`config.mk`:
```
export PLATFORM = sky130hd
export DESIGN_NAME = sync_length_xor_packet_parser
export DESIGN_NICKNAME = d
export VERILOG_FILES = /design/src/rtl/slxp_pkg.sv /design/src/rtl/slxp_cfg.sv /design/src/rtl/slxp_parser.sv /design/src/rtl/sync_length_xor_packet_parser.sv
export SDC_FILE = /design/constraint.sdc
export NUM_CORES = 1
export LEC_CHECK = 0
export BUFFER_PORTS_ARGS = -buffer_cell sky130_fd_sc_hd__buf_2
export CORE_ASPECT_RATIO = 0.6
export CORE_MARGIN = 2
export CORE_UTILIZATION = 59
export CTS_BUF_LIST = sky130_fd_sc_hd__clkbuf_16
export DETAILED_ROUTE_END_ITERATION = 16
export PLACE_DENSITY = 0.9
export SYNTH_ARGS = -nofsm -noshare
export SYNTH_HDL_FRONTEND = slang
export SYNTH_HIERARCHICAL = 1
export SYNTH_SLANG_ARGS = --single-unit
```
`constraint.sdc`:
```
create_clock -name clk -period 3.1 [get_ports clk]
set_input_delay 0.465 -clock clk [delete_from_list [all_inputs] [get_ports clk]]
set_output_delay 0.465 -clock clk [all_outputs]
set_load 0.02 [all_outputs]
```
`src/rtl/slxp_pkg.sv`:
```
// Shared types and constants for the sync/length/XOR packet parser.
// No dependencies; imported by every module of the block.
package slxp_pkg;

  localparam int CFG_ADDR_W = 2;
  localparam int CFG_DATA_W = 8;

  // Register indexes on the configuration port
  localparam logic [CFG_ADDR_W-1:0] REG_SYNC_VALUE   = 2'd0;
  localparam logic [CFG_ADDR_W-1:0] REG_OPCODE_COUNT = 2'd1;
  localparam logic [CFG_ADDR_W-1:0] REG_MAX_LENGTH   = 2'd2;

  // Register values after reset
  localparam logic [7:0] SYNC_VALUE_RST   = 8'h55;
  localparam logic [7:0] OPCODE_COUNT_RST = 8'd16;
  localparam logic [6:0] MAX_LENGTH_RST   = 7'd64;

  // Largest length the 6-bit payload index can address
  localparam int INDEX_CAP = 64;

  typedef enum logic [2:0] {
    ST_ONGOING      = 3'd0,
    ST_READY        = 3'd1,
    ST_BAD_OPCODE   = 3'd2,
    ST_BAD_LENGTH   = 3'd3,
    ST_BAD_CHECKSUM = 3'd4
  } status_t;

  typedef struct packed {
    logic [7:0] sync_value;
    logic [7:0] opcode_count;
    logic [6:0] max_length;
  } cfg_t;

  typedef struct packed {
    status_t    status;
    logic [7:0] packet_opcode;
    logic [6:0] packet_length;
    logic       payload_valid;
    logic [7:0] payload_byte;
    logic [5:0] payload_index;
  } result_t;

endpackage

```
`src/rtl/slxp_cfg.sv`:
```
// Configuration register file: sync value, opcode count, max length.
// Depends on slxp_pkg.
module slxp_cfg (
  input  logic                            clk,
  input  logic                            rst,
  input  logic                            cfg_we,
  input  logic [slxp_pkg::CFG_ADDR_W-1:0] cfg_addr,
  input  logic [slxp_pkg::CFG_DATA_W-1:0] cfg_wdata,
  output slxp_pkg::cfg_t                  cfg
);
  import slxp_pkg::*;

  always_ff @(posedge clk) begin
    if (rst) begin
      cfg.sync_value   <= SYNC_VALUE_RST;
      cfg.opcode_count <= OPCODE_COUNT_RST;
      cfg.max_length   <= MAX_LENGTH_RST;
    end else if (cfg_we) begin
      // writes to unused indexes are dropped
      unique case (cfg_addr)
        REG_SYNC_VALUE:   cfg.sync_value   <= cfg_wdata;
        REG_OPCODE_COUNT: cfg.opcode_count <= cfg_wdata;
        REG_MAX_LENGTH:   cfg.max_length   <= cfg_wdata[6:0];
        default: ;
      endcase
    end
  end

endmodule

```
`src/rtl/slxp_parser.sv`:
```
// Input register, parse state machine and result register.
// Depends on slxp_pkg; configuration comes from slxp_cfg.
module slxp_parser #(
  parameter int MAX_LEN = 64
) (
  input  logic              clk,
  input  logic              rst,
  input  slxp_pkg::cfg_t    cfg,
  input  logic              in_valid,
  output logic              in_ready,
  input  logic [7:0]        in_byte,
  output logic              out_valid,
  input  logic              out_ready,
  output slxp_pkg::result_t out_result
);
  import slxp_pkg::*;

  localparam int         CAP   = (MAX_LEN < INDEX_CAP) ? MAX_LEN : INDEX_CAP;
  localparam logic [6:0] CAP_W = 7'(CAP);

  typedef enum logic [2:0] {
    PH_HUNT   = 3'd0,
    PH_OPCODE = 3'd1,
    PH_LENGTH = 3'd2,
    PH_DATA   = 3'd3,
    PH_CHECK  = 3'd4
  } phase_t;

  logic       byte_valid;
  logic [7:0] byte_q;
  logic       advance;

  phase_t     phase, phase_next;
  logic [7:0] opcode_held, opcode_held_next;
  logic [6:0] length_held, length_held_next;
  logic [5:0] byte_count, byte_count_next;
  logic [7:0] running_xor, running_xor_next;
  result_t    result_next;

  logic [6:0] length_limit;
  logic [6:0] count_inc;

  assign advance  = byte_valid && (!out_valid || out_ready);
  assign in_ready = !byte_valid || advance;

  assign length_limit = (cfg.max_length < CAP_W) ? cfg.max_length : CAP_W;
  assign count_inc    = {1'b0, byte_count} + 7'd1;

  always_comb begin
    phase_next       = phase;
    opcode_held_next = opcode_held;
    length_held_next = length_held;
    byte_count_next  = byte_count;
    running_xor_next = running_xor;
    result_next      = '0;
    result_next.status = ST_ONGOING;
    unique case (phase)
      PH_OPCODE: begin
        if (byte_q >= cfg.opcode_count) begin
          phase_next         = PH_HUNT;
          result_next.status = ST_BAD_OPCODE;
        end else begin
          opcode_held_next = byte_q;
          running_xor_next = running_xor ^ byte_q;
          phase_next       = PH_LENGTH;
        end
      end
      PH_LENGTH: begin
        if (byte_q > {1'b0, length_limit}) begin
          phase_next         = PH_HUNT;
          result_next.status = ST_BAD_LENGTH;
        end else begin
          length_held_next = byte_q[6:0];
          running_xor_next = running_xor ^ byte_q;
          // zero length skips straight to the checksum
          phase_next       = (byte_q == 8'd0) ? PH_CHECK : PH_DATA;
        end
      end
      PH_DATA: begin
        running_xor_next          = running_xor ^ byte_q;
        result_next.payload_valid = 1'b1;
        result_next.payload_byte  = byte_q;
        result_next.payload_index = byte_count;
        if (count_inc >= length_held) begin
          phase_next = PH_CHECK;
        end else begin
          byte_count_next = count_inc[5:0];
        end
      end
      PH_CHECK: begin
        result_next.status = (byte_q == running_xor) ? ST_READY : ST_BAD_CHECKSUM;
        phase_next         = PH_HUNT;
      end
      default: begin
        phase_next = PH_HUNT;
        if (byte_q == cfg.sync_value) begin
          opcode_held_next = '0;
          length_held_next = '0;
          byte_count_next  = '0;
          running_xor_next = cfg.sync_value;
          phase_next       = PH_OPCODE;
        end
      end
    endcase
    result_next.packet_opcode = opcode_held_next;
    result_next.packet_length = length_held_next;
  end

  always_ff @(posedge clk) begin
    if (rst) begin
      byte_valid  <= 1'b0;
      out_valid   <= 1'b0;
      phase       <= PH_HUNT;
      opcode_held <= '0;
      length_held <= '0;
      byte_count  <= '0;
      running_xor <= '0;
    end else begin
      if (in_ready) begin
        byte_valid <= in_valid;
      end
      if (advance) begin
        out_valid   <= 1'b1;
        phase       <= phase_next;
        opcode_held <= opcode_held_next;
        length_held <= length_held_next;
        byte_count  <= byte_count_next;
        running_xor <= running_xor_next;
      end else if (out_ready) begin
        out_valid <= 1'b0;
      end
    end
  end

  // payload registers: no reset
  always_ff @(posedge clk) begin
    if (in_ready && in_valid) begin
      byte_q <= in_byte;
    end
    if (advance) begin
      out_result <= result_next;
    end
  end

  a_payload_is_ongoing: assert property (@(posedge clk) disable iff (rst)
    out_valid && out_result.payload_valid |-> out_result.status == ST_ONGOING)
    else $error("payload byte reported with a final status");

  a_count_in_range: assert property (@(posedge clk) disable iff (rst)
    phase == PH_DATA |-> {1'b0, byte_count} < length_held)
    else $error("payload count reached held length while in data phase");

  a_length_capped: assert property (@(posedge clk) disable iff (rst)
    length_held <= CAP_W)
    else $error("held length above the length cap");

  a_held_byte_stable: assert property (@(posedge clk) disable iff (rst)
    byte_valid && !advance |=> byte_valid && $stable(byte_q))
    else $error("stalled input byte lost or changed");

  a_sync_loads_xor: assert property (@(posedge clk) disable iff (rst)
    advance && phase == PH_HUNT && byte_q == cfg.sync_value
      |=> phase == PH_OPCODE && running_xor == $past(cfg.sync_value))
    else $error("sync byte did not start a packet");

endmodule

```
`src/rtl/sync_length_xor_packet_parser.sv`:
```
// Top level of the sync-byte, length-prefixed packet parser with XOR checksum.
// Depends on slxp_pkg, slxp_cfg and slxp_parser.
//
//   channel   dir  payload
//   s_axis_*  in   tdata[7:0] = rx_byte
//   m_axis_*  out  tdata[31:0] = status, packet_opcode, packet_length,
//                  payload_byte, payload_index; tuser = payload_valid
//   cfg_*     in   write enable, register index, write data
//
// One item per cycle while the output is not stalled; each item passes the input register, then the result register.
// The only loop is the parse state update.
// Synchronous reset returns to hunting and restores the register defaults.
// A stalled result holds the output register; one more item waits in the input
// register, after which s_axis_tready drops.
module sync_length_xor_packet_parser #(
  parameter int MAX_LEN = 64
) (
  input  logic                            clk,
  input  logic                            rst,
  input  logic                            s_axis_tvalid,
  output logic                            s_axis_tready,
  input  logic [7:0]                      s_axis_tdata,  // [7:0] rx_byte
  output logic                            m_axis_tvalid,
  input  logic                            m_axis_tready,
  // [2:0] status, [10:3] packet_opcode, [17:11] packet_length,
  // [25:18] payload_byte, [31:26] payload_index
  output logic [31:0]                     m_axis_tdata,
  output logic                            m_axis_tuser,  // [0] payload_valid
  input  logic                            cfg_we,
  input  logic [slxp_pkg::CFG_ADDR_W-1:0] cfg_addr,
  input  logic [slxp_pkg::CFG_DATA_W-1:0] cfg_wdata
);
  import slxp_pkg::*;

  cfg_t    cfg;
  result_t result;

  slxp_cfg u_cfg (
    .clk       (clk),
    .rst       (rst),
    .cfg_we    (cfg_we),
    .cfg_addr  (cfg_addr),
    .cfg_wdata (cfg_wdata),
    .cfg       (cfg)
  );

  slxp_parser #(
    .MAX_LEN (MAX_LEN)
  ) u_parser (
    .clk        (clk),
    .rst        (rst),
    .cfg        (cfg),
    .in_valid   (s_axis_tvalid),
    .in_ready   (s_axis_tready),
    .in_byte    (s_axis_tdata),
    .out_valid  (m_axis_tvalid),
    .out_ready  (m_axis_tready),
    .out_result (result)
  );

  assign m_axis_tdata = {result.payload_index, result.payload_byte,
                         result.packet_length, result.packet_opcode, result.status};
  assign m_axis_tuser = result.payload_valid;

endmodule
```
==> flow_results.org, run 1 <==
** Power and ir drop
- Share of total power consumed by net switching :: 25.6%
- The worst-case IR drop observed on VDD is 329 uV.
- Of the total power, registers draw 49.8%.
- In this run the power spent charging and discharging nets is 733 uW.
- The internal power of the cells totals 2120 uW.
- Power density over the cells :: 494 nW/um^2
- Pleak :: 0.00229 uW
- The design draws 2860 uW.
- In this run, the clock network consumes 40.3% of the power.
- Power share of the combinational group :: 9.9%

** Drt
- Via count of the routed design :: 4110
- In the final routing, the length of wire on met1 measures 5.69 mm.
- Detailed routing placed a total of 1.28 mm of wire on met3.
- The first routing iteration left 616 violations.
- The highest metal layer carrying signal wires in the routed design is met4.
- In the routed design, unresolved DRC markers number 0.
- The final layout contains routed wiring with a total length of 12.4 mm.
- Detailed routing placed a total of 5.19 mm of wire on met2.
- Dividing the detail-routed wire length by the instance count gives 18.7 um.
- Vias per cell :: 6.18
- Detailed-router iteration count before antenna repair :: 6
- Once detail routing completed, the nets flagged for antenna violations numbered 0.

** Hold path
- The min-delay analysis places its worst path in the category in -> reg.

** Timing
- Number of failing setup endpoints in the final timing report :: 0
- At the pin with the least slew margin, the transition time is 0.663 ns.
- After layout, the worst path uses 93.1% of the clock period.
- Total count of hold-check failures in the final report :: 0
- Timing would allow up to 0.347 GHz.
- For the final routed database, the setup TNS stands at 0 ns.
- Measured against its own limit, the worst slew margin works out to 55.8%.
- Setup repair after global routing missed its margin :: false
- Clock skew on the completed layout was measured at 0.00898 ns.
- The max-slew violation count came to 0.
- Clock period minus worst slack :: 2.88 ns

** Worst setup path
- Type of element launching the critical path :: register
- Worst path required time :: 3.36 ns
- The critical path is of the reg -> reg type.
- Crit. End Element :: register
- Crit path arrival time :: 3.14 ns
- Of all nets on the critical path, the largest fanout is 9.

** Synthesis
- Of the post-synthesis cell area, the dominant cell type holds 24.1%.
- Synthesis produced a netlist with a net count of 539.
- Top FF cell, synth :: dfxtp_1
- Count of cell types in the netlist :: 62
- Number of synthesized register bits :: 98
- Fraction of registers with async set/reset :: 0%
- During synthesis, Yosys emitted a total of 6 warnings.
- Cells taking the most area after synthesis :: edfxtp_1, dfxtp_1, ha_1
- Combined area of all synthesized cells :: 5100 sq um
- Yosys top cell by area :: edfxtp_1
- EDFF count, synth :: 41
- Average cell area after synthesis :: 10.3 sq um
- Synth Instances :: 493
- Summing the sequential cell areas from Yosys gives 46.5% of the chip area.

** Floorplanning
- For this design the top-level I/O count stands at 58.
- The die covers 9430 sq um.
- Core Rows :: 26
- Die span in x :: 124 um
- The initial utilization of the core area, before any placement, comes to 60.3%.
- Vertical extent of the die :: 76.0 um
- In this run the standard cell core region covers 8460 sq um.

** Cells and area
- Final net count :: 594
- Area growth from synthesis to final layout :: 13.4%
- The sequential cells in the finished layout cover a total of 2370 sq um.
- The layout has 611 filler cells.
- Number of antenna diodes :: 0
- Final Cell Area :: 5790 sq um
- Multi-input logic area :: 2480 sq um
- Cells with a size suffix above 1 make up 19.9% of the layout.

** Clock network
- Counting the buffers created by CTS gives 9.
- H-tree depth reported by CTS :: 3
- TritonCTS built the clock tree.
- Clock Sinks :: 98
- Clock input transition at the sequential cells of the worst setup and hold paths :: 0.07 ns
- The root buffer cell chosen for the clock tree is clkbuf_16.
- Later-pin clock latency in the skew report :: 0.36 ns
- No sink is reached through more buffers than the 2 on the longest clock path.
- Setup Fix Bufs, Post-CTS :: 0

** Global routing
- The first global-routing pass estimated 20.0 mm of wire.
- The via count of the first global-routing pass is 3866.
- The number of antenna violations at the first check in global routing is 0.
- Global route total overflow :: 0
- Pin count of the biggest net entering global routing :: 41
- For this run, the total global-route usage over all layers was measured as 27.9%.

** Placement
- After detailed placement, the total cell area comes to 5480 sq um.
- DPL Wire Length :: 9.02 mm
- The count of buffers added on input and output ports is 57.
- The congestion estimate from routability-driven global placement came to 0.955.

** Run
- The tool flagged a number of max-cap violations equal to 0.

** Outcome
- Run status :: finished clean
## flip-flops by register name, indices dropped and copies added, names as in the netlist
signal	flops
u_parser/byte_q	8
u_parser/length_held	7
u_parser/out_valid	1
u_parser/running_xor	8
u_parser/byte_valid	1
u_parser/out_result	33
u_parser/byte_count	6
u_parser/opcode_held	8
u_cfg/cfg	23
u_parser/phase	3
## per-layer routing
metal	GRT usage [%]	vias up
li1	-	1911
met1	41.9	1938
met2	38.5	229
met3	7.93	32
met4	8.88	0
met5	0	-
## repair_timing
| action | 4_1_cts | 5_1_grt |
|---|---|---|
| gates resized for setup | 0 | 1 |
| endpoints found under the hold margin | 0 | 0 |
| setup endpoints to repair | 0 | 1 |
| hold buffers | 0 | 0 |
## power by group through the flow
stage / logic, uW / clock network, uW / registers (uW)
final: 282 / 1150 / 1420
after global routing: 305 / 1220 / 1430
after CTS: 276 / 1170 / 1420
after detailed placement: 273 / 0 / 1450
after global placement: 262 / 0 / 1450
after floorplan: 177 / 0 / 1450
## critical path, stage by stage, from the launching register on
cell and delay (ns):
edfxtp_1 0.39, inv_1 0.23, ha_1 0.29, nand2b_1 0.14
a2111o_1 0.47, a21oi_2 0.22, nor2_1 0.17, or3_1 0.53
o32ai_1 0.34
## path summary, 6_finish.rpt
path                            from                 endpoint  slack (ns)  cells after the start
setup / recovery  u_parser/byte_q[0]  u_parser/running_xor[4]        0.22                      8
setup reg to reg  u_parser/byte_q[0]  u_parser/running_xor[4]        0.22                      8
hold / removal       s_axis_tdata[7]       u_parser/byte_q[7]        0.28                      1
hold reg to reg         u_cfg/cfg[8]             u_cfg/cfg[8]        0.48                      2
## cells by family (layout without fill, tap and decap cells)
| kind of cell | after synthesis | in the layout | share of synthesized area, % |
|---|---|---|---|
| buf+inv | 51 | 111 | 5.05 |
| fa+ha+maj | 23 | 23 | 5.64 |
| compound gates | 107 | 107 | 14.9 |
| xor+xnor | 22 | 22 | 4.22 |
| simple gates | 167 | 167 | 18.7 |
| mux | 25 | 25 | 4.93 |
| flops | 98 | 98 | 46.5 |
## cell usage after synthesis, types with 3 or more instances
cell type / number
nand2b_1: 36
xor2_1: 9
xnor2_2: 3
nor4_1: 12
a22o_1: 21
clkbuf_1: 15
nor2_1: 33
edfxtp_1: 41
dfxtp_1: 57
nand2_1: 34
mux2i_1: 24
nand3_1: 5
xnor2_1: 10
buf_6: 7
a21o_1: 3
a211oi_1: 4
buf_2: 5
nor2b_1: 5
nor3b_1: 8
o32ai_1: 8
inv_1: 21
ha_1: 23
a31oi_1: 4
and3_1: 14
a21oi_1: 29
o21ai_0: 17
## cell usage in the layout, fill, tap and decap left out, types with 3 or more instances in the layout
cell type	n
nand2b_1	36
nand2_1	34
and3_1	14
buf_2	57
xor2_1	9
a21oi_1	29
a21o_1	3
clkbuf_16	9
edfxtp_1	41
mux2i_1	24
dfxtp_1	57
nor2_1	33
ha_1	23
a211oi_1	4
xnor2_2	3
a22o_1	21
nand3_1	5
nor3b_1	7
buf_4	17
o32ai_1	8
xnor2_1	10
a31oi_1	4
nor4_1	12
inv_6	4
inv_1	21
o21ai_0	17
nor2b_1	5
## per-stage QoR
step / hold slack (ns) / utilization, % / std cells / setup WS, ns
6_report: 0.282 / 68.4 / 665 / 0.215
3_3_place_gp: 0.460 / 64.7 / 649 / 0.303
2_1_floorplan: 0.448 / - / 493 / 0.474
3_5_place_dp: 0.469 / 64.7 / 649 / 0.225
5_1_grt: 0.270 / 68.4 / 665 / 0.0920
4_1_cts: 0.277 / 68.3 / 665 / 0.209
## final cells by class
cell class / count / share of cell area (%)
multi-input cells: 344 / 42.8
clock buffers: 9 / 3.89
clock inverters: 7 / 1.38
well taps: 112 / 2.42
inverters: 21 / 1.36
flip-flops and latches: 98 / 41.0
repair buffers: 74 / 7.14
No activity file was read; power rests on OpenSTA's default activity.
==> run 2, diff against run 1 <==
Settings changed: CORE_ASPECT_RATIO 0.6 to 0.9.
==> run 2 against run 1 <==
Net effect: maximum frequency up 1.8%; final area up 0.37%; worst hold slack better by 0.0057 ns; core utilization about the same; clock-buffer cell count unchanged; die area down 0.25%; clock skew up 0.0030 ns; combinational power about the same; register-to-register slack better by 0.05 ns; sequential cell count unchanged; final cell count up 1.7%; critical path type unchanged; critical endpoint is now u_parser/byte_count[4]; largest cell class unchanged; largest power group unchanged.
==> flow_results.org, run 2 (synthesis gave the netlist of run 1 again) <==
** Outcome
- The run finished with clean final reports.

** Clock network
- Clock tree from TritonCTS :: yes
- The count of H-tree levels built during CTS is 3 (unchanged).
- Clock tree synthesis selected as its root buffer the cell clkbuf_16.
- Later-pin clock latency in the skew report :: 0.35 ns (about the same)
- The number of buffers created by CTS was 9 (unchanged).
- The number of gates resized after cts is 0 (unchanged).
- The number of setup buffers added after CTS is 0 (unchanged).
- The clock slew at the register clock pins of the worst setup and hold paths came to 0.07 ns (about the same).
- Clock Sinks :: 98 (unchanged)
- The count of hold-fix buffers inserted at cts came to 0 (unchanged).
- The maximum clock path buffer count is 2 (unchanged).

** Cells and area
- Highest-count cells in the layout ignoring fill and taps :: buf_2, dfxtp_1, edfxtp_1
- The number of flip-flops in the largest register is 33 (unchanged).
- The count of antenna diodes in the layout was 0 (unchanged).
- Largest register by flop count :: u_parser/out_result
- Top flop regs :: u_parser/out_result: 33 flops, u_cfg/cfg: 23 flops
- The area growth from synthesis to layout is 13.8%.
- Share of layout cells above drive strength 1 :: 19.7% (-0.14 points)
- Finished Core Util :: 68.4% (about the same)
- Final net count :: 598 (+0.67%)
- Non-filler instance count after layout :: 676 (+1.7%)

** Floorplanning
- Top-Level Pins :: 58 (unchanged)
- Initial cell density of the core :: 60.1% (-0.21 points)
- The row count was 32 (+23%).
- The placeable core area came to 8490 sq um (+0.36%).
- Area enclosed by the die boundary :: 9410 sq um (-0.25%)
- The die boundary height came to 92.2 um (+21%).
- The die boundary width is 102 um (-18%).

** Drt
- Detailed-router iteration count before antenna repair :: 5 (-1)
- Routed length per placed instance :: 17.4 um (-6.8%)
- The average via count per standard cell is 5.99 (-3.1%).
- Routed wire length :: 11.8 mm (-5.3%)
- The violation count after the first detailed-routing iteration was 288 (-53%).
- Antenna Nets Post-Route :: 0 (unchanged)
- Residual DRC count :: 0 (unchanged)
- The total via count in the routed design is 4047 (-1.5%).

** Placement
- The count of input and output buffers is 57 (unchanged).
- The final weighted congestion in routability-driven placement was 0.943 (-1.3%).
- The total half-perimeter wirelength after legalization and detailed placement is 8.25 mm (-8.6%).
- The total placed cells including tap cells came to 660 (+1.7%).

** Global routing
- Number of global-route vias before repair :: 3994 (+3.3%)
- Global-route wire length before repair :: 19.3 mm (-3.6%)
- The number of antenna violations at the first check in global routing is 0 (unchanged).
- Global route total overflow :: 0 (unchanged)
- The largest net degree at the start of global routing is 37 (-9.8%).
- The overall track demand over capacity in global routing is 26.3% (-1.5 points).

** Worst setup path
- STA classifies the critical path startpoint as a register.
- STA classifies the critical path endpoint as a register.
- The required time reported for the critical path endpoint came to 3.38 ns (+0.02 ns).
- The maximum fanout encountered on the critical timing path is 6 (-3).
- The critical path is of the reg -> reg type.
- The worst endpoint data arrival time is 3.11 ns (-0.03 ns).

** Timing
- The final total negative setup slack was 0 ns (unchanged).
- Pins over their slew limit :: 0 (unchanged)
- Final worst hold slack :: 0.288 ns (+0.00568 ns)
- Setup repair after global routing left no endpoint under its margin.
- The final critical delay including setup and external delays is 2.83 ns (-0.0500 ns).
- The peak clock frequency supported by timing came to 0.353 GHz (+1.8%).
- Total count of hold-check failures in the final report :: 0 (unchanged)
- Setup Skew :: 0.0119 ns (+0.00297 ns)
- The final cycle utilization of the critical path was 91.4% (-1.6 points).
- Transition at the pin with the smallest max-transition slack :: 0.686 ns (+0.0230 ns)
- The headroom to the max-slew limit came to 54.0% (-1.7 points).
- The final number of setup-violating endpoints came to 0 (unchanged).

** Power and ir drop
- Power density over the cells :: 482 nW/um^2 (-2.4%)
- Worst VDD drop :: 258 uV (-22%)
- Pleak :: 0.00231 uW (+0.86%)
- Tot Pwr :: 2800 uW (-2.0%)

** Run
- Number of max-cap violations :: 0 (unchanged)

** Hold path
- The min-delay analysis places its worst path in the category in -> reg.
[run 2: per-layer routing]
layer	up-vias	track usage (%)	wire, um
met5	-	0	0
met4	0	11.7	380
met3	43	6.25	719
met2	181	44.7	5850
met1	1909	31.4	4810
li1	1914	-	-
[run 2: cell type report]
| cell class | instances | area [sq um] |
|---|---|---|
| fillers | 642 | 2680 |
| clock inverters | 7 | 67.6 |
| multi-input cells | 344 | 2470 |
| clock buffers | 9 | 225 |
| inverters | 21 | 78.8 |
| repair buffers | 78 | 443 |
| well taps | 119 | 149 |
| flip-flops and latches | 98 | 2370 |
[run 2: power breakdown]
group	switching (uW)	leakage (uW)	internal [uW]
logic	174	0.00131	107
clock network	476	0.000144	624
registers	34.4	0.000851	1380
total	684	0.00231	2110
[run 2: worst paths after layout]
path	startpoint	to	slack, ns	depth (start not counted)
worst max-delay path	u_parser/byte_count[0]	u_parser/byte_count[4]	0.27	9
worst min-delay path	s_axis_tdata[3]	u_parser/byte_q[3]	0.29	1
worst max register to register	u_parser/byte_count[0]	u_parser/byte_count[4]	0.27	9
worst min register to register	u_cfg/cfg[12]	u_cfg/cfg[12]	0.48	2
[run 2: critical path: stages (launching register included)]
cell	delay, ns
dfxtp_1	0.44
ha_1	0.30
xor2_1	0.18
ha_1	0.27
a211oi_1	0.24
o21ai_0	0.20
a2111o_1	0.44
nor3b_1	0.40
a41oi_1	0.17
a31oi_1	0.15
[run 2: through the flow]
step                setup WS, ns  instance area, sq um
floorplan                  0.474                  5100
global placement           0.454                  5510
detailed placement         0.351                  5510
CTS                        0.317                  5810
global route              0.0830                  5810
finish                     0.265                  5810
==> run 3, diff against run 2 <==
Settings changed: CELL_PAD_IN_SITES_DETAIL_PLACEMENT set to 1, CELL_PAD_IN_SITES_GLOBAL_PLACEMENT set to 1, CORE_UTILIZATION 59 to 46, GPL_ROUTABILITY_DRIVEN set to 0.
==> run 3 against run 2 <==
Net effect: clock power barely moved; clock-buffer cell count did not move; critical path type unchanged; final cell count rose by 2.4%; sequential cell count did not move; sequential power barely moved; power fell by 0.45%; via count rose by 2.7%; first-iteration DRC count rose by 5.2%; combinational power rose by 7%.
==> flow_results.org, run 3 (synthesis gave the netlist of run 1 again) <==
** Worst setup path
- Critical Path Max Stage Delay :: 0.54 ns (+0.10 ns)
- The worst endpoint data arrival time is 3.12 ns (about the same).
- STA classifies the critical path endpoint as a register.
- Cells along the critical path :: inv_1, nand2_1, ha_1, nor2b_1, o211ai_1, a211oi_1, o21a_1, or3_1, o32ai_1
- Max stage delay cell, worst path :: a211oi_1
- Max Fanout on Critical Path :: 9 (+3)
- STA classifies the critical path startpoint as a register.
- Dominant delay contributor by cell family on the critical path :: compound AO/OA/AOI/OAI gates
- The required time reported for the critical path endpoint is 3.30 ns (-0.08 ns).
- The critical path is of the reg -> reg type.
- The buffering stage count on the worst path with inverters included was 1 (+1).

** Clock network
- The clock net sink count came to 98 (unchanged).
- TritonCTS built the clock tree.
- The clock slew at the register clock pins of the worst setup and hold paths came to 0.07 ns (about the same).
- The maximum clock path buffer count is 2 (unchanged).
- Later-pin clock latency in the skew report :: 0.34 ns (about the same)
- Post-cts repair resize count :: 0 (unchanged)
- The count of H-tree levels built during CTS is 3 (unchanged).
- The number of buffers created by CTS came to 9 (unchanged).
- Master cell of the clock root buffer :: clkbuf_16
- Setup Fix Bufs, Post-CTS :: 0 (unchanged)
- The count of hold-fix buffers inserted at cts came to 0 (unchanged).

** Floorplanning
- Top-Level Pins :: 58 (unchanged)
- The initial core utilization came to 47.2% (-13 points).
- The area of the die was 11900 sq um (+27%).
- Vertical extent of the die :: 104 um (+13%)
- Core area :: 10800 sq um (+27%)
- The row count was 36 (+13%).
- The die boundary width came to 115 um (+13%).

** Drt
- The post-detailed-route count of antenna-violating nets was 0 (unchanged).
- Routed length per placed instance :: 20.6 um (+18%)
- Count of routing violations after the opening detailed-route iteration :: 303 (+5.2%)
- Routed wire length :: 14.2 mm (+21%)
- The first-pass iteration count of the detailed router was 5 (unchanged).
- The average via count per standard cell was 6.00 (+0.29%).
- Residual DRC count :: 0 (unchanged)
- Via count of the routed design :: 4155 (+2.7%)

** Placement
- Number of buffer cells added on primary ports :: 57 (unchanged)
- The total half-perimeter wirelength after legalization and detailed placement is 9.99 mm (+21%).
- Placed standard-cell area :: 5550 sq um (+0.59%)

** Global routing
- Pin count of the biggest net entering global routing :: 48 (+30%)
- The number of antenna violations at the first check in global routing was 0 (unchanged).
- The wire length of the first global-routing pass was 22.8 mm (+18%).
- Total Routing Usage GR :: 24.4% (-2.0 points)
- Number of global-route vias before repair :: 4334 (+8.5%)
- Global route total overflow :: 0 (unchanged)

** Timing
- Clock period minus worst slack :: 2.92 ns (+0.0820 ns)
- The tightest hold margin is 0.291 ns (+0.00292 ns).
- The final total negative setup slack was 0 ns (unchanged).
- Number of failing setup endpoints in the final timing report :: 0 (unchanged)
- Highest achievable clock rate :: 0.343 GHz (-2.8%)
- Portion of the clock cycle consumed by the worst path in the final layout :: 94.1% (+2.6 points)
- The headroom to the max-slew limit came to 41.7% (-12 points).
- Setup repair after global routing left no endpoint under its margin.
- Transition at the pin with the smallest max-transition slack :: 0.875 ns (+0.189 ns)
- Setup Skew :: 0.00908 ns (-0.00286 ns)
- The max-slew violation count was 0 (unchanged).
- The number of hold violations in the final report was 0 (unchanged).

** Cells and area
- Top flop regs :: u_parser/out_result: 33 flops, u_cfg/cfg: 23 flops
- The top cell types in the final layout, fill and taps aside, are buf_2, dfxtp_1, edfxtp_1.
- The final design instance area without fill came to 5820 sq um (+0.30%).
- Filler Cell Count :: 1195 (+86%)
- Largest register by flop count :: u_parser/out_result
- Final net count :: 600 (+0.33%)
- Area growth from synthesis to final layout :: 14.2%
- The count of antenna diodes in the layout was 0 (unchanged).
- Number of flip-flops in the largest register :: 33 (unchanged)
- Share of layout cells above drive strength 1 :: 20.4% (+0.64 points)

** Hold path
- In this run the worst hold path is classified as in -> reg.

** Outcome
- The flow ran to the end, and the final reports show no timing, DRC or antenna violations.

** Power and ir drop
- Power density over the cells :: 478 nW/um^2 (-0.75%)
- The peak ir drop on the vdd network came to 236 uV (-8.6%).
- Tot Pwr :: 2790 uW (-0.45%)
- Pleak :: 0.00231 uW (about the same)

** Run
- Number of max-cap violations :: 0 (unchanged)
## run 3: cell types whose count changed in the layout (fill, tap and decap cells not counted)
cell        change
inv_6           +2
clkinvlp_4      +2
clkinv_1        -3
inv_1           +1
bufinv_16       -1
clkinv_4        -1
inv_4           -1
clkinv_2        +1
buf_4           +2
## run 3: final timing paths
| check | from | to | slack [ns] | depth (start not counted) |
|---|---|---|---|---|
| worst max register to register | u_cfg/cfg[6] | u_parser/running_xor[0] | 0.18 | 9 |
| worst min-delay path | s_axis_tdata[0] | u_parser/byte_q[0] | 0.29 | 1 |
| worst min register to register | u_parser/opcode_held[3] | u_parser/opcode_held[3] | 0.49 | 2 |
| worst max-delay path | u_cfg/cfg[6] | u_parser/running_xor[0] | 0.18 | 9 |
## run 3: power by group
part | internal [uW] | total [uW] | switching, uW
Clock | 552 | 1070 | 519
Combinational | 110 | 300 | 190
Sequential | 1380 | 1410 | 32.3
Total | 2040 | 2790 | 742
## run 3: layout make-up
| cell class | count | area (sq um) | area share (%) |
|---|---|---|---|
| Clock buffer | 9 | 225 | 3.87 |
| Clock inverter | 7 | 52.6 | 0.902 |
| Inverter | 21 | 78.8 | 1.35 |
| Multi-Input combinational cell | 344 | 2470 | 42.4 |
| Sequential cell | 98 | 2370 | 40.7 |
| Tap cell | 133 | 166 | 2.86 |
| Timing Repair Buffer | 80 | 458 | 7.86 |
## run 3: per-stage QoR
step / setup slack, ns / utilization (%) / std cells
floorplan: 0.474 / - / 493
global placement: 0.486 / 51.3 / 676
detailed placement: 0.228 / 51.3 / 676
CTS: 0.176 / 53.9 / 692
global route: 0.00809 / 53.9 / 692
finish: 0.183 / 53.9 / 692
## run 3: layer usage
layer	GRT usage (%)	routed length, um
met2	43.2	7490
met4	6.88	221
met1	30.3	5920
met3	3.85	593
met5	0	0
